File: src/rtl/bfr_pkg.sv
// shared types and constants of the brightness fade ramp
package bfr_pkg;

  localparam int LVL_W   = 8;
  localparam int DUR_W   = 20;
  localparam int ACT_W   = 2;
  localparam int ITER_W  = $clog2(DUR_W + 1);
  localparam int LVL_MAX = 255;

  localparam int STEP_TIME_MS  = 100;
  localparam int MIN_INCREMENT = 2;
  localparam int MIN_STEPS     = 3;

  localparam logic [ACT_W-1:0] ACT_TICK  = 2'd0;
  localparam logic [ACT_W-1:0] ACT_START = 2'd1;
  localparam logic [ACT_W-1:0] ACT_SET   = 2'd2;

  typedef struct packed {
    logic [ACT_W-1:0] action;
    logic [LVL_W-1:0] target_level;
    logic [DUR_W-1:0] duration_ms;
  } in_word_t;

  typedef struct packed {
    logic [LVL_W-1:0] brightness;
    logic             fade_start;
    logic             fade_end;
    logic             fading;
  } out_word_t;

  typedef enum logic [1:0] {
    DIV_INTERVAL,
    DIV_INC
  } div_op_e;

  typedef enum logic [2:0] {
    COMMIT_NONE,
    COMMIT_TICK,
    COMMIT_SET,
    COMMIT_EQUAL,
    COMMIT_JUMP,
    COMMIT_FADE
  } commit_e;

  typedef struct packed {
    logic    load_in;
    logic    prep;
    logic    div_start;
    div_op_e div_op;
    logic    take_steps;
    logic    take_interval;
    logic    take_inc;
    logic    commit;
    commit_e kind;
  } ctrl_cmd_t;

  typedef struct packed {
    logic [ACT_W-1:0] action;
    logic             at_goal;
    logic             running;
    logic             steps_small;
    logic             div_done;
    logic             out_free;
  } ctrl_sts_t;

endpackage

File: src/rtl/bfr_div.sv
// restoring serial divider, one quotient bit per cycle
module bfr_div (
  input  logic                        clk_i,
  input  logic                        rst_ni,
  input  logic                        start_i,
  input  logic [bfr_pkg::DUR_W-1:0]   dividend_i,
  input  logic [bfr_pkg::DUR_W-1:0]   divisor_i,
  input  logic [bfr_pkg::ITER_W-1:0]  iters_i,
  output logic                        done_o,
  output logic [bfr_pkg::DUR_W-1:0]   quotient_o
);

  localparam int W = bfr_pkg::DUR_W;

  logic [W-1:0]              rem_q, rem_d;
  logic [W-1:0]              dvd_q, dvd_d;
  logic [W-1:0]              dvs_q;
  logic [bfr_pkg::ITER_W-1:0] cnt_q;
  logic                      done_q;
  logic [W:0]                trial;
  logic                      qbit;

  always_comb begin
    trial = {rem_q, dvd_q[W-1]};
    qbit  = (trial >= {1'b0, dvs_q});
    if (qbit) begin
      rem_d = W'(trial - {1'b0, dvs_q});
    end else begin
      rem_d = trial[W-1:0];
    end
    dvd_d = {dvd_q[W-2:0], qbit};
  end

  always_ff @(posedge clk_i or negedge rst_ni) begin
    if (!rst_ni) begin
      cnt_q  <= '0;
      done_q <= 1'b0;
    end else begin
      done_q <= 1'b0;
      if (start_i) begin
        cnt_q <= iters_i;
      end else if (cnt_q != '0) begin
        cnt_q <= cnt_q - 1'b1;
        if (cnt_q == bfr_pkg::ITER_W'(1)) begin
          done_q <= 1'b1;
        end
      end
    end
  end

  always_ff @(posedge clk_i) begin
    if (start_i) begin
      rem_q <= '0;
      dvd_q <= dividend_i;
      dvs_q <= divisor_i;
    end else if (cnt_q != '0) begin
      rem_q <= rem_d;
      dvd_q <= dvd_d;
    end
  end

  assign done_o     = done_q;
  assign quotient_o = dvd_q;

endmodule

File: src/rtl/bfr_dp.sv
// fader datapath: fade state, step arithmetic, divider and result register
module bfr_dp #(
  parameter int StepTimeMs   = bfr_pkg::STEP_TIME_MS,
  parameter int MinIncrement = bfr_pkg::MIN_INCREMENT
) (
  input  logic                 clk_i,
  input  logic                 rst_ni,
  input  bfr_pkg::in_word_t    in_data_i,
  input  bfr_pkg::ctrl_cmd_t   cmd_i,
  output bfr_pkg::ctrl_sts_t   sts_o,
  output logic                 out_valid_o,
  input  logic                 out_ready_i,
  output bfr_pkg::out_word_t   out_data_o
);

  localparam int LvlW      = bfr_pkg::LVL_W;
  localparam int DurW      = bfr_pkg::DUR_W;
  localparam int StepsW    = $clog2(bfr_pkg::LVL_MAX / MinIncrement + 1);
  localparam int LimW      = DurW + $clog2(MinIncrement + 1);
  localparam int DiffProdW = LvlW + $clog2(StepTimeMs + 1);
  localparam int CmpW      = (LimW > DiffProdW) ? LimW : DiffProdW;

  // reciprocals for the step count: floor(x / d) = (x * ceil(2^(n+l) / d)) >> (n+l)
  // with l = clog2(d), exact for every n-bit x
  localparam int     DurShift = DurW + $clog2(StepTimeMs);
  localparam int     DurProdW = 2 * DurW + 2;
  localparam longint DurRecip = ((longint'(1) << DurShift) + longint'(StepTimeMs) - 1)
                                / longint'(StepTimeMs);
  localparam int     LvlShift = LvlW + $clog2(MinIncrement);
  localparam int     LvlProdW = 2 * LvlW + 2;
  localparam longint LvlRecip = ((longint'(1) << LvlShift) + longint'(MinIncrement) - 1)
                                / longint'(MinIncrement);

  bfr_pkg::in_word_t  in_q;
  bfr_pkg::out_word_t out_q, out_d;
  logic               out_valid_q;

  logic [LvlW-1:0]   level_now_q, level_now_d;
  logic [LvlW-1:0]   level_goal_q, level_goal_d;
  logic [LvlW-1:0]   step_delta_q, step_delta_d;
  logic [StepsW-1:0] steps_left_q, steps_left_d;
  logic [DurW-1:0]   tick_int_q, tick_int_d;
  logic [DurW-1:0]   tick_cnt_q, tick_cnt_d;
  logic              running_q, running_d;

  logic              big_q;
  logic [StepsW-1:0] cal_steps_q;
  logic [DurW-1:0]   cal_int_q;
  logic [LvlW-1:0]   cal_delta_q;

  logic              neg;
  logic [LvlW-1:0]   diff;
  logic [CmpW-1:0]   lim_prod, diff_prod;
  logic [DurProdW-1:0] dur_prod;
  logic [LvlProdW-1:0] lvl_prod;
  logic [StepsW-1:0] steps_dur, steps_lvl;
  logic [DurW-1:0]   diff_aligned;
  logic [DurW-1:0]   div_dividend, div_divisor, quotient;
  logic [bfr_pkg::ITER_W-1:0] div_iters;
  logic              div_done;
  logic [LvlW-1:0]   q_lvl;
  logic [DurW-1:0]   cnt_inc;
  logic [StepsW-1:0] steps_dec;
  logic              fs, fe;

  // magnitude and direction of the requested change
  assign neg          = (in_q.target_level < level_now_q);
  assign diff         = neg ? LvlW'(level_now_q - in_q.target_level)
                            : LvlW'(in_q.target_level - level_now_q);
  assign diff_aligned = {diff, (DurW - LvlW)'(0)};

  // diff > floor(inc * dur / step) is the same as diff * step > inc * dur
  assign lim_prod  = CmpW'(in_q.duration_ms) * CmpW'(MinIncrement);
  assign diff_prod = CmpW'(diff) * CmpW'(StepTimeMs);

  // both step counts; dur / step is only taken when it is the smaller one,
  // so it always fits the step width
  assign dur_prod  = DurProdW'(in_q.duration_ms) * DurProdW'(DurRecip);
  assign lvl_prod  = LvlProdW'(diff) * LvlProdW'(LvlRecip);
  assign steps_dur = dur_prod[DurShift +: StepsW];
  assign steps_lvl = lvl_prod[LvlShift +: StepsW];

  always_comb begin
    div_dividend = in_q.duration_ms;
    div_divisor  = DurW'(cal_steps_q);
    div_iters    = bfr_pkg::ITER_W'(DurW);
    unique case (cmd_i.div_op)
      bfr_pkg::DIV_INTERVAL: begin
        div_dividend = in_q.duration_ms;
      end
      bfr_pkg::DIV_INC: begin
        div_dividend = diff_aligned;
        div_iters    = bfr_pkg::ITER_W'(LvlW);
      end
      default: begin
        div_dividend = in_q.duration_ms;
      end
    endcase
  end

  bfr_div u_div (
    .clk_i      (clk_i),
    .rst_ni     (rst_ni),
    .start_i    (cmd_i.div_start),
    .dividend_i (div_dividend),
    .divisor_i  (div_divisor),
    .iters_i    (div_iters),
    .done_o     (div_done),
    .quotient_o (quotient)
  );

  assign q_lvl = quotient[LvlW-1:0];

  // input word register and working registers for a stepped start
  always_ff @(posedge clk_i) begin
    if (cmd_i.load_in) begin
      in_q <= in_data_i;
    end
    if (cmd_i.prep) begin
      big_q <= (diff_prod > lim_prod);
    end
    if (cmd_i.take_steps) begin
      cal_steps_q <= big_q ? steps_dur : steps_lvl;
    end
    if (cmd_i.take_interval) begin
      cal_int_q <= quotient;
    end
    if (cmd_i.take_inc) begin
      cal_delta_q <= neg ? LvlW'(-q_lvl) : q_lvl;
    end
  end

  assign cnt_inc   = tick_cnt_q + 1'b1;
  assign steps_dec = (steps_left_q != '0) ? StepsW'(steps_left_q - 1'b1) : steps_left_q;

  always_comb begin
    level_now_d  = level_now_q;
    level_goal_d = level_goal_q;
    step_delta_d = step_delta_q;
    steps_left_d = steps_left_q;
    tick_int_d   = tick_int_q;
    tick_cnt_d   = tick_cnt_q;
    running_d    = running_q;
    fs           = 1'b0;
    fe           = 1'b0;
    unique case (cmd_i.kind)
      bfr_pkg::COMMIT_TICK: begin
        if (running_q) begin
          if (cnt_inc >= tick_int_q) begin
            tick_cnt_d   = '0;
            steps_left_d = steps_dec;
            if (steps_dec == '0) begin
              level_now_d = level_goal_q;
              running_d   = 1'b0;
              fe          = 1'b1;
            end else begin
              level_now_d = LvlW'(level_now_q + step_delta_q);
            end
          end else begin
            tick_cnt_d = cnt_inc;
          end
        end
      end
      bfr_pkg::COMMIT_SET: begin
        level_now_d = in_q.target_level;
      end
      bfr_pkg::COMMIT_EQUAL: begin
        level_goal_d = in_q.target_level;
        fe           = 1'b1;
      end
      bfr_pkg::COMMIT_JUMP: begin
        level_now_d  = in_q.target_level;
        level_goal_d = in_q.target_level;
        running_d    = 1'b0;
        steps_left_d = '0;
        tick_cnt_d   = '0;
        fe           = 1'b1;
      end
      bfr_pkg::COMMIT_FADE: begin
        level_goal_d = in_q.target_level;
        step_delta_d = cal_delta_q;
        if (!running_q) begin
          tick_int_d = cal_int_q;
        end
        steps_left_d = cal_steps_q;
        tick_cnt_d   = '0;
        running_d    = 1'b1;
        fs           = 1'b1;
      end
      default: begin
        fe = 1'b0;
      end
    endcase
    out_d.brightness = level_now_d;
    out_d.fade_start = fs;
    out_d.fade_end   = fe;
    out_d.fading     = running_d;
  end

  always_ff @(posedge clk_i or negedge rst_ni) begin
    if (!rst_ni) begin
      level_now_q  <= '0;
      level_goal_q <= '0;
      step_delta_q <= '0;
      steps_left_q <= '0;
      tick_int_q   <= '0;
      tick_cnt_q   <= '0;
      running_q    <= 1'b0;
      out_valid_q  <= 1'b0;
    end else begin
      if (cmd_i.commit) begin
        level_now_q  <= level_now_d;
        level_goal_q <= level_goal_d;
        step_delta_q <= step_delta_d;
        steps_left_q <= steps_left_d;
        tick_int_q   <= tick_int_d;
        tick_cnt_q   <= tick_cnt_d;
        running_q    <= running_d;
        out_valid_q  <= 1'b1;
      end else if (out_ready_i) begin
        out_valid_q <= 1'b0;
      end
    end
  end

  always_ff @(posedge clk_i) begin
    if (cmd_i.commit) begin
      out_q <= out_d;
    end
  end

  assign sts_o.action      = in_q.action;
  assign sts_o.at_goal     = (in_q.target_level == level_now_q);
  assign sts_o.running     = running_q;
  assign sts_o.steps_small = (cal_steps_q < StepsW'(bfr_pkg::MIN_STEPS));
  assign sts_o.div_done    = div_done;
  assign sts_o.out_free    = !out_valid_q || out_ready_i;

  assign out_valid_o = out_valid_q;
  assign out_data_o  = out_q;

endmodule

File: src/rtl/bfr_ctrl.sv
// fader sequencer: decodes the word and steps the divider passes
module bfr_ctrl (
  input  logic               clk_i,
  input  logic               rst_ni,
  input  logic               in_valid_i,
  output logic               in_ready_o,
  input  bfr_pkg::ctrl_sts_t sts_i,
  output bfr_pkg::ctrl_cmd_t cmd_o
);

  localparam logic [3:0] S_IDLE       = 4'd0;
  localparam logic [3:0] S_DECODE     = 4'd1;
  localparam logic [3:0] S_COMMIT     = 4'd2;
  localparam logic [3:0] S_STEPS      = 4'd3;
  localparam logic [3:0] S_CHECK      = 4'd4;
  localparam logic [3:0] S_INT_GO     = 4'd5;
  localparam logic [3:0] S_INT_WAIT   = 4'd6;
  localparam logic [3:0] S_INC_GO     = 4'd7;
  localparam logic [3:0] S_INC_WAIT   = 4'd8;

  logic [3:0]       state_q, state_d;
  bfr_pkg::commit_e kind_q, kind_d;

  always_comb begin
    state_d      = state_q;
    kind_d       = kind_q;
    cmd_o        = '0;
    cmd_o.div_op = bfr_pkg::DIV_INTERVAL;
    cmd_o.kind   = kind_q;
    in_ready_o   = 1'b0;
    unique case (state_q)
      S_IDLE: begin
        in_ready_o = 1'b1;
        if (in_valid_i) begin
          cmd_o.load_in = 1'b1;
          state_d       = S_DECODE;
        end
      end
      S_DECODE: begin
        state_d = S_COMMIT;
        case (sts_i.action)
          bfr_pkg::ACT_TICK: kind_d = bfr_pkg::COMMIT_TICK;
          bfr_pkg::ACT_SET:  kind_d = bfr_pkg::COMMIT_SET;
          bfr_pkg::ACT_START: begin
            if (sts_i.at_goal) begin
              kind_d = bfr_pkg::COMMIT_EQUAL;
            end else begin
              cmd_o.prep = 1'b1;
              state_d    = S_STEPS;
            end
          end
          default: kind_d = bfr_pkg::COMMIT_NONE;
        endcase
      end
      S_STEPS: begin
        cmd_o.take_steps = 1'b1;
        state_d          = S_CHECK;
      end
      S_CHECK: begin
        if (sts_i.steps_small) begin
          kind_d  = bfr_pkg::COMMIT_JUMP;
          state_d = S_COMMIT;
        end else if (sts_i.running) begin
          state_d = S_INC_GO;
        end else begin
          state_d = S_INT_GO;
        end
      end
      S_INT_GO: begin
        cmd_o.div_start = 1'b1;
        cmd_o.div_op    = bfr_pkg::DIV_INTERVAL;
        state_d         = S_INT_WAIT;
      end
      S_INT_WAIT: begin
        cmd_o.div_op = bfr_pkg::DIV_INTERVAL;
        if (sts_i.div_done) begin
          cmd_o.take_interval = 1'b1;
          state_d             = S_INC_GO;
        end
      end
      S_INC_GO: begin
        cmd_o.div_start = 1'b1;
        cmd_o.div_op    = bfr_pkg::DIV_INC;
        state_d         = S_INC_WAIT;
      end
      S_INC_WAIT: begin
        cmd_o.div_op = bfr_pkg::DIV_INC;
        if (sts_i.div_done) begin
          cmd_o.take_inc = 1'b1;
          kind_d         = bfr_pkg::COMMIT_FADE;
          state_d        = S_COMMIT;
        end
      end
      S_COMMIT: begin
        if (sts_i.out_free) begin
          cmd_o.commit = 1'b1;
          state_d      = S_IDLE;
        end
      end
      default: begin
        state_d = S_IDLE;
      end
    endcase
  end

  always_ff @(posedge clk_i or negedge rst_ni) begin
    if (!rst_ni) begin
      state_q <= S_IDLE;
      kind_q  <= bfr_pkg::COMMIT_NONE;
    end else begin
      state_q <= state_d;
      kind_q  <= kind_d;
    end
  end

endmodule

File: src/rtl/brightness_fade_ramp_unit.sv
// top level of the linear brightness fader
//
//  channel | direction | handshake               | word
//  --------+-----------+-------------------------+----------------------------
//  in      | input     | in_valid_i / in_ready_o | in_data_i  (action, target,
//          |           |                         |             duration)
//  out     | output    | out_valid_o/out_ready_i | out_data_o (brightness,
//          |           |                         |             flags)
//
// one word in, one word out; a word is worked on alone
// path from accept to result: tick, direct set, unchanged target and unknown action
//   go from decode straight to the result write; a jump (fewer than three steps)
//   also takes the step count and its check; a stepped start adds the divider passes
// the step count comes from a reciprocal multiply; the one-bit-per-cycle divider
//   then runs for the tick interval (20 bits, skipped on a retarget) and the increment
// reset clears the whole fade state to brightness zero, idle
// a result waiting in the output register holds only the final write stage;
//   the next word is accepted as soon as the sequencer is back in idle
module brightness_fade_ramp_unit #(
  parameter int StepTimeMs   = bfr_pkg::STEP_TIME_MS,
  parameter int MinIncrement = bfr_pkg::MIN_INCREMENT
) (
  input  logic               clk_i,
  input  logic               rst_ni,
  input  logic               in_valid_i,
  output logic               in_ready_o,
  input  bfr_pkg::in_word_t  in_data_i,
  output logic               out_valid_o,
  input  logic               out_ready_i,
  output bfr_pkg::out_word_t out_data_o
);

  // command and status between sequencer and datapath
  bfr_pkg::ctrl_cmd_t cmd;
  bfr_pkg::ctrl_sts_t sts;

  // sequencer: owns the input handshake and orders the divider passes
  bfr_ctrl u_ctrl (
    .clk_i      (clk_i),
    .rst_ni     (rst_ni),
    .in_valid_i (in_valid_i),
    .in_ready_o (in_ready_o),
    .sts_i      (sts),
    .cmd_o      (cmd)
  );

  // datapath: fade state, divider, and the output register
  bfr_dp #(
    .StepTimeMs   (StepTimeMs),
    .MinIncrement (MinIncrement)
  ) u_dp (
    .clk_i       (clk_i),
    .rst_ni      (rst_ni),
    .in_data_i   (in_data_i),
    .cmd_i       (cmd),
    .sts_o       (sts),
    .out_valid_o (out_valid_o),
    .out_ready_i (out_ready_i),
    .out_data_o  (out_data_o)
  );

endmodule

File: config.mk
export PLATFORM = sky130hd
export DESIGN_NAME = brightness_fade_ramp_unit
export DESIGN_NICKNAME = d
export VERILOG_FILES = /design/src/rtl/bfr_pkg.sv /design/src/rtl/bfr_div.sv /design/src/rtl/bfr_dp.sv /design/src/rtl/bfr_ctrl.sv /design/src/rtl/brightness_fade_ramp_unit.sv
export SDC_FILE = /design/constraint.sdc
export NUM_CORES = 1
export LEC_CHECK = 0
export BUFFER_PORTS_ARGS = -buffer_cell sky130_fd_sc_hd__buf_4
export CAP_MARGIN = 0
export CORE_ASPECT_RATIO = 1.75
export CORE_UTILIZATION = 53
export CTS_CLUSTER_DIAMETER = 120
export CTS_CLUSTER_SIZE = 40
export DETAILED_ROUTE_END_ITERATION = 12
export MAX_ROUTING_LAYER = met4
export PLACE_DENSITY = 0.76
export SLEW_MARGIN = 40
export SYNTH_ARGS = -nofsm -noshare
export SYNTH_HDL_FRONTEND = slang
export SYNTH_SLANG_ARGS = --single-unit
File: constraint.sdc
create_clock -name clk_i -period 6.73 [get_ports clk_i]
set_clock_uncertainty 0.15 [all_clocks]
set_input_delay 0.3365 -clock clk_i [delete_from_list [all_inputs] [get_ports clk_i]]
set_output_delay 0.3365 -clock clk_i [all_outputs]
set_load 0.1 [all_outputs]
# After elaboration in Yosys (flattened, before gate mapping)
# Cells that the tools add are included.
[word_totals]
romBits = 0
ram_bits = 0
register_bits = 210
mem_count = 0
output_inout_bits = 13
elab_cells = 156
latchBits = 0
input_bits = 34
[classes]
mux = 63
reduce_logical = 25
div_mod_pow = 0
shift = 0
n_addsub = 8
eq_ne = 26
n_mul = 2
magnitude_cmp = 5
bitwise = 1
[op_table]
columns = ["op", "count"]
rows = [
  ["two-way mux 20 bit", 6],
  ["two-way mux 8 bit", 5],
  ["one-hot mux 20 bit (2 select lines)", 1],
  ["one-hot mux 4 bit (9 select lines)", 1],
  ["multiplier 20 x 20 -> 33 bit (second input constant)", 1],
  ["two-way mux 7 bit", 4],
  ["two-way mux 1 bit", 27],
  ["two-way mux 4 bit", 6],
  [">= comparator 21 x 7 -> 1 bit", 1],
  ["> comparator 15 x 21 -> 1 bit", 1],
  ["one-hot mux 7 bit (3 select lines)", 1],
  ["adder 20 x 1 -> 20 bit (second input constant)", 1],
  [">= comparator 20 bit", 1],
  ["subtractor 20 x 7 -> 20 bit", 1],
  ["one-hot mux 3 bit (3 select lines)", 2],
  ["equality test 4 x 3 -> 1 bit (second input constant)", 4],
  ["one-hot mux 8 bit (2 select lines)", 1],
  ["subtractor 8 bit", 2],
  ["two-way mux 5 bit", 3],
  ["multiplier 8 x 5 -> 13 bit (second input constant)", 1],
  ["AND reduction 4 bit", 3],
  ["OR reduction 2 bit", 5],
  ["two-way mux 3 bit", 3],
  ["adder 8 bit", 1],
  ["other kinds (35)", 48],
]

# Logic depth before layout (Yosys ltp)
# Gate-level depths: netlist (run 1).
[depth]
ltp_word = 7
ltp_mapped = 30
ltp_nobuf = 29

# By module
# From an unflattened synthesis (run 1), not the netlist that was laid out.
[unflattened]
hier_cells = 1983
hier_area_um2 = 20073.0
[by_module_without_submodules]
columns = ["module", "seq_area_each_um2", "cells_each", "n_inst", "area_per_inst_um2"]
rows = [
  ["bfr_dp", 4139.0, 1473, 1, 15272.1],
  ["bfr_div", 1751.7, 436, 1, 4141.5],
  ["bfr_ctrl", 175.2, 74, 1, 659.4],
]

# Worst setup path before layout (run 1)
# No wires, ideal clock.
[synth_path]
path_type = "register -> register"
from = "register u_dp.in_q[8] in the netlist's numbering"
to = "register u_dp.cal_steps_q[4] (data pin)"
t_arrival_ns = 5.909
stages_incl_launch_ff = 22
setup_slack_ns = 0.409
required_ns = 6.318
setup_ns = 0.262
path_buffers = 0
period_less_slack_ns = 6.321
cell_sequence = "edfxtp_1 > ha_1 > inv_1 > fa_1 > fa_1 > fa_1 > inv_1 > fa_1 > fa_1 > inv_1 > fa_1 > inv_1 > ha_1 > a21o_1 > a221oi_1 > a21oi_1 > a211o_1 > a31oi_1 > nor2_1 > a21o_1 > xor2_1 > mux2_1"
[synth_between]
elab_chain_cells = 2
[synth_lines]
columns = ["element", "line", "source"]
rows = [
  ["from (decl)", "bfr_dp.sv:34", "bfr_pkg::in_word_t in_q;"],
  ["from (signal assigned)", "bfr_dp.sv:117", "in_q <= in_data_i;"],
  ["multiplier 20 x 20 -> 33 bit", "bfr_dp.sv:78", "assign dur_prod = DurProdW'(in_q.duration_ms) * DurProdW'(DurRecip);"],
  ["two-way mux 7 bit", "bfr_dp.sv:123", "cal_steps_q <= big_q ? steps_dur : steps_lvl;"],
  ["to (signal assigned)", "bfr_dp.sv:123", ""],
  ["to (decl)", "bfr_dp.sv:47", "logic [StepsW-1:0] cal_steps_q;"],
]
# Every way passes these cells.
# A chain may end at the register's enable or synchronous reset.

# Final worst setup path (run 1)
[layout_path]
from = "register u_dp.in_q[5] in the netlist's numbering"
to = "register u_dp.cal_steps_q[4] (data pin)"
# Same word-level chain as after synthesis.

==> impl_metrics.ini, run 1 <==
[placed_design]
io_buffers = 46
place.detailed.hpwl_um = 34000
place_inst = 2271
gp_congestion = 0.922
dp_slack_ps = 63.2

[critical_path]
crit_type = reg -> reg
r2r-end = u_dp.cal_steps_q[4]
critPathCaptureType = register
worst-r2r-setup-slack_ps = 170
critPathCapture = u_dp.cal_steps_q[4]
cp_num_buf_inv = 6
crit_chain = inv_2 > fa_1 > inv_1 > ha_1 > ha_1 > inv_1 > fa_1 > inv_1 > fa_1 > fa_1 > inv_1 > fa_1 > inv_1 > ha_1 > a221oi_2 > a21oi_1 > a211o_1 > a31oi_2 > nor2_1 > a21o_1 > xor2_1 > mux2_1
critPathLaunchType = register
cp_slowest_cell = edfxtp_1
critPathArrivalTime_ps = 6680
reg2reg_from = u_dp.in_q[5]
reg2reg_depth = 22
crit_start = u_dp.in_q[5]
cpLargestDelayFamily = adder cells
cp.depth = 22
worst_path_largest_cell_delay_ps = 620
critPathMaxFanout = 7
worstPathRequired_ps = 6850

[die]
ioPinCount = 47
die_w_um = 142
coreArea_um2 = 33700
die_area_um2 = 35000
start_util_pct = 53.8
rows = 89
die_h_um = 247

[logic_synthesis]
synth-async-reset-ratio_pct = 41.0
post-synth-top-area-fraction_pct = 19.7
synth.distinct_cells = 67
synth_largest_area_cell = ha_1
synth_xor_area_share_pct = 3.67
syn-num-nets = 2237
syn_avg_cell_area_um2 = 10.3
synth_compound_area_share_pct = 11.0
synth_simple_gate_area_share_pct = 7.91
synthMuxAreaShare_pct = 2.10
synthTopCellsByArea = ha_1, edfxtp_1, fa_1, dfrtp_1, inv_1
synth_edf_count = 104
synthCells = 1770
synth_area_um2 = 18100
synthAdderAreaFrac_pct = 35.9
synth_seq_cells = 210
yosysMostFrequentCell = inv_1
ys_seq_area_share_pct = 31.3
synth_common_cells = inv_1, ha_1, fa_1
synth_top_family_by_area = adder cells
ys.flop_type = edfxtp_1
ys_warn_count = 0

[grt]
grt-ovfl-total = 0
grt_use_total_pct = 25.6
grt_pass1_wl_um = 67600
antenna_found_initial = 0
grt_max_degree = 75
grt_pass1_vias = 13700

[clock_network]
numCtsBuffers = 10
root_buffer = clkbuf_16
cts_buffer_depth = 3
cts_max_level = 1
cts_tree = built
clock-sinks = 210
worst_skew_pair.late_latency_ps = 500
cts.clk_slew.worst_paths_ps = 140

[detailed_routing]
via_count = 13000
drc = 0
avgRoutedWirePerCell_um = 18.2
dr_wl_met2_um = 22800
met1_length_um = 15700
drtIter0Drc = 569
routed_wl_um = 42200
topRoutingLayerUsed = met4
dr.pass1.iters = 5
viasPerCell = 5.57
postRouteAntennaNets = 0
wl_met3_um = 1130

[worst_hold_path]
holdCritPathClass = in -> async

[sta]
fin_crit_sh_pct = 97.5
fin_ws_ps = 172
worstMarginPinSlew_ps = 825
hold_violations = 0
relSlewSlack_pct = 44.8
slew_violations = 0
period_needed_ps = 6560
setup_viol = 0
fmax_ghz = 0.152

[cells_and_area]
drive_above_1_share_pct = 8.28
diodes = 0
finish.net_count = 2335
stdcell_count = 2327
syn2layout_area_growth_pct = 10.4

[status]
status = complete, no violations

[job]
maxCapViolations = 0
-- how the worst min path moves through the flow --
stage | from | to | slack [ps] | depth (start not counted)
final | rst_ni | u_dp.steps_left_q[0] | 60 | 2
after global routing | rst_ni | u_dp.steps_left_q[0] | 90 | 2
after CTS | rst_ni | u_dp.steps_left_q[0] | 60 | 2
after detailed placement | rst_ni | u_dp.steps_left_q[5] | 60 | 1
after global placement | rst_ni | u_dp.steps_left_q[2] | 50 | 1
after floorplan | rst_ni | u_ctrl.kind_q[0] | -110 | 0
-- metal layers --
layer,track usage (%),up-vias
li1,-,6134
met1,27.0,6370
met4,15.0,0
met2,47.0,339
met3,1.49,124
met5,-,-
-- layout make-up --
type,instances,area (µm²)
clock buffers,13,283
clock inverters,3,76.3
fillers,2793,13700
inverters,349,1310
multi-input cells,1169,11100
flip-flops and latches,210,5680
well taps,455,569
repair buffers,128,1040
-- kinds of logic after synthesis --
family                     count (synthesis)
xor gates and xnor gates                  76
AOI/OAI and AO/OA                        322
muxes                                     36
adders and majority gates                433
buffers and inverters                    391
and+or+nand+nor                          302
DFF                                      210
-- cell usage in the layout, fill, tap and decap left out, drive strengths merged, types with 3 or more instances in the layout --
cell         count
fa             147
mux2            17
and3            12
or4              3
clkbuf          13
nor2b           11
a2111oi          5
nor3b            3
a22o            19
mux2i           19
or2              3
o22ai            6
o21ai           97
inv            350
ha             286
and2             4
nand2b          10
a21o            26
nor4             6
edfxtp         104
dfxtp           20
a21boi           5
xor2            33
nand2          104
xnor2           43
and4             3
o31ai           14
dlygate4sd3     31
buf             97
nand4           13
a21oi           88
a221o            3
o21bai          11
dfrtp           86
a31oi           17
nor3            22
or3             10
nor2            68
a211oi          12
nand3           29
-- flip-flops by register name, summed over array words and instances, names as in the netlist, 8 cells and up --
name / cells
u_dp.cal_int_q: 20
u_dp.out_data_o: 11
u_dp.level_now_q: 8
u_dp.step_delta_q: 8
u_dp.level_goal_q: 8
u_dp.tick_cnt_q: 20
u_dp.in_q: 28
u_dp.tick_int_q: 20
u_dp.u_div.quotient_o: 20
u_dp.cal_delta_q: 8
u_dp.u_div.rem_q: 20
-- stage by stage --
stage | instance area [µm²] | setup TNS, ps | hold slack [ps] | utilization (%)
floorplan | 18100 | 0 | -109 | -
global placement | 19200 | 0 | 53.1 | 57.0
detailed placement | 19200 | 0 | 56.6 | 57.0
CTS | 19900 | 0 | 59.3 | 59.0
global route | 20000 | -21.8 | 94.6 | 59.4
finish | 20000 | 0 | 61.2 | 59.4
-- repair_timing --
item	4_1_cts	5_1_grt
endpoints found under the hold margin	53	0
hold buffers	31	0
buffers inserted	0	9
gates resized for setup	0	7
setup endpoints to repair	0	5
Power of run 1 is left out: the tool's default activity adds up to more than one toggle a clock period on the data nets, which glitch-free logic cannot reach.
==> run 2: changes to the inputs <==
==> constraint.sdc (replaced) <==
create_clock -name clk_i -period 5.7 [get_ports clk_i]
set_clock_uncertainty 0.15 [all_clocks]
set_input_delay 0.285 -clock clk_i [delete_from_list [all_inputs] [get_ports clk_i]]
set_output_delay 0.285 -clock clk_i [all_outputs]
set_load 0.1 [all_outputs]
==> run 2 against run 1 <==
The run now ends with negative setup slack left. Die area stayed put. Setup slack lost 750 ps. Sequential cell count stayed put. Global-route usage grew 1.5 points. Fmax is 4.5% higher.
==> impl_metrics.ini, run 2 (synthesis results as in run 1) <==
[grt]
grt-ovfl-total = 0
grt_pass1_vias = 14800
grt_use_total_pct = 27.2
grt_pass1_wl_um = 72200
grt_max_degree = 64
antenna_found_initial = 0

[cells_and_area]
layout_common_cells = inv_1, ha_1, buf_4, fa_1, edfxtp_1
largest-register = u_dp.in_q
final_util_pct = 64.0
stdcell_count = 2470
largest_reg_flops = 28
drive_above_1_share_pct = 19.3
syn2layout_area_growth_pct = 19.0
finish.net_count = 2480
diodes = 0
final_common_cell = inv_1

[critical_path]
cp_slowest_cell = edfxtp_1
crit_chain = ha_4 > inv_2 > fa_1 > inv_1 > ha_2 > fa_1 > inv_1 > fa_1 > inv_2 > fa_1 > inv_1 > fa_1 > inv_1 > ha_2 > nor4_2 > o21ai_1 > a41o_1 > a211o_1 > a31oi_4 > nor2_2 > a21o_1 > xor2_1 > mux2_4
worst_path_largest_cell_delay_ps = 570
critPathLaunchType = register
crit_top_cell = fa_1
critPathCaptureType = register
worstPathRequired_ps = 5800
worst-r2r-setup-slack_ps = -570
crit_type = reg -> reg
reg2reg_from = u_dp.in_q[6]
critPathMaxFanout = 5
crit_start = u_dp.in_q[6]
critPathArrivalTime_ps = 6370
reg2reg_depth = 23
r2r-end = u_dp.cal_steps_q[4]

[sta]
fmax_ghz = 0.159
fin_ws_ps = -573
period_needed_ps = 6270
relSlewSlack_pct = 47.4
slew_violations = 0
setup_viol = 8
hold_violations = 0
worstMarginPinSlew_ps = 787
rsz0062_at_grt = true
fin_crit_sh_pct = 110

[die]
rows = 89
ioPinCount = 47
die_area_um2 = 35000
start_util_pct = 53.8
die_h_um = 247
coreArea_um2 = 33700
die_w_um = 142

[detailed_routing]
dr.pass1.iters = 5
dr_wl_met2_um = 25000
wl_met3_um = 1250
routed_wl_um = 45200
postRouteAntennaNets = 0
drtIter0Drc = 602
viasPerCell = 5.48
drc = 0
avgRoutedWirePerCell_um = 18.3
topRoutingLayerUsed = met4
met1_length_um = 16300
via_count = 13500

[status]
violations = negative setup slack
status = complete, but fails checks

[worst_hold_path]
holdCritPathClass = in -> async

[clock_network]
cts.clk_slew.worst_paths_ps = 150
clock-sinks = 210
worst_skew_pair.late_latency_ps = 490
cts_tree = built
cts_buffer_depth = 3
root_buffer = clkbuf_16
cts_max_level = 1
numCtsBuffers = 9

[job]
maxCapViolations = 0

[placed_design]
place_inst = 2395
io_buffers = 46
place.detailed.hpwl_um = 35500
gp_congestion = 0.941
-- run 2: changes by cell type in the layout (fill, tap and decap cells not counted), moves of 21 or more --
cell	before	now
ha_1	285	260
buf_4	96	230
inv_2	4	29
ha_4	1	22
inv_1	345	320
-- run 2: stage by stage --
step	setup slack [ps]	instance area (µm²)	setup TNS, ps	hold WS [ps]
finish	-573	21600	-3530	63.8
global route	-761	21600	-5140	92.0
CTS	-508	21400	-3080	57.2
detailed placement	-610	20300	-3940	64.9
global placement	-540	20300	-3050	64.6
floorplan	-236	18300	-499	-161
-- run 2: critical path: cells and delay by family (launching register included) --
family,cells,cell delay (ps)
fa+ha+maj,8,3210
compound gates,5,1140
flops,1,570
simple gates,2,300
buf+inv,6,280
mux,1,250
xor+xnor,1,140
-- run 2: what timing repair did --
| item | 4_1_cts | 5_1_grt |
|---|---|---|
| gates cloned | 0 | 0 |
| pin swaps | 55 | 46 |
| setup buffers | 23 | 8 |
| endpoints found under the setup margin | 8 | 8 |
| hold endpoints to repair | 53 | 0 |
| hold buffers | 31 | 0 |
| resized for setup | 52 | 30 |
-- run 2: area by class of cell --
class	instances	area [µm²]
Fill cell	2588	12100
Multi-Input combinational cell	1169	11600
Sequential cell	210	5680
Timing Repair Buffer	274	2200
Inverter	349	1310
Tap cell	455	569
Clock buffer	11	233
Clock inverter	2	41.3
-- run 2: metal layers --
metal	up-vias	track usage, %
met5	-	-
met4	0	13.9
met3	140	2.13
met2	325	51.5
met1	6652	27.6
li1	6425	-
-- run 2: worst max path at each step --
stage,endpoint,slack [ps],cells past startpoint
6_report,u_dp.cal_steps_q[4],-570,23
3_5_place_dp,u_dp.cal_steps_q[4],-610,23
4_1_cts,u_dp.cal_steps_q[4],-510,21
3_3_place_gp,u_dp.cal_steps_q[4],-540,19
2_1_floorplan,u_dp.cal_steps_q[4],-240,21
5_1_grt,u_dp.cal_steps_q[4],-760,24
Power of run 2 is left out for the same reason.
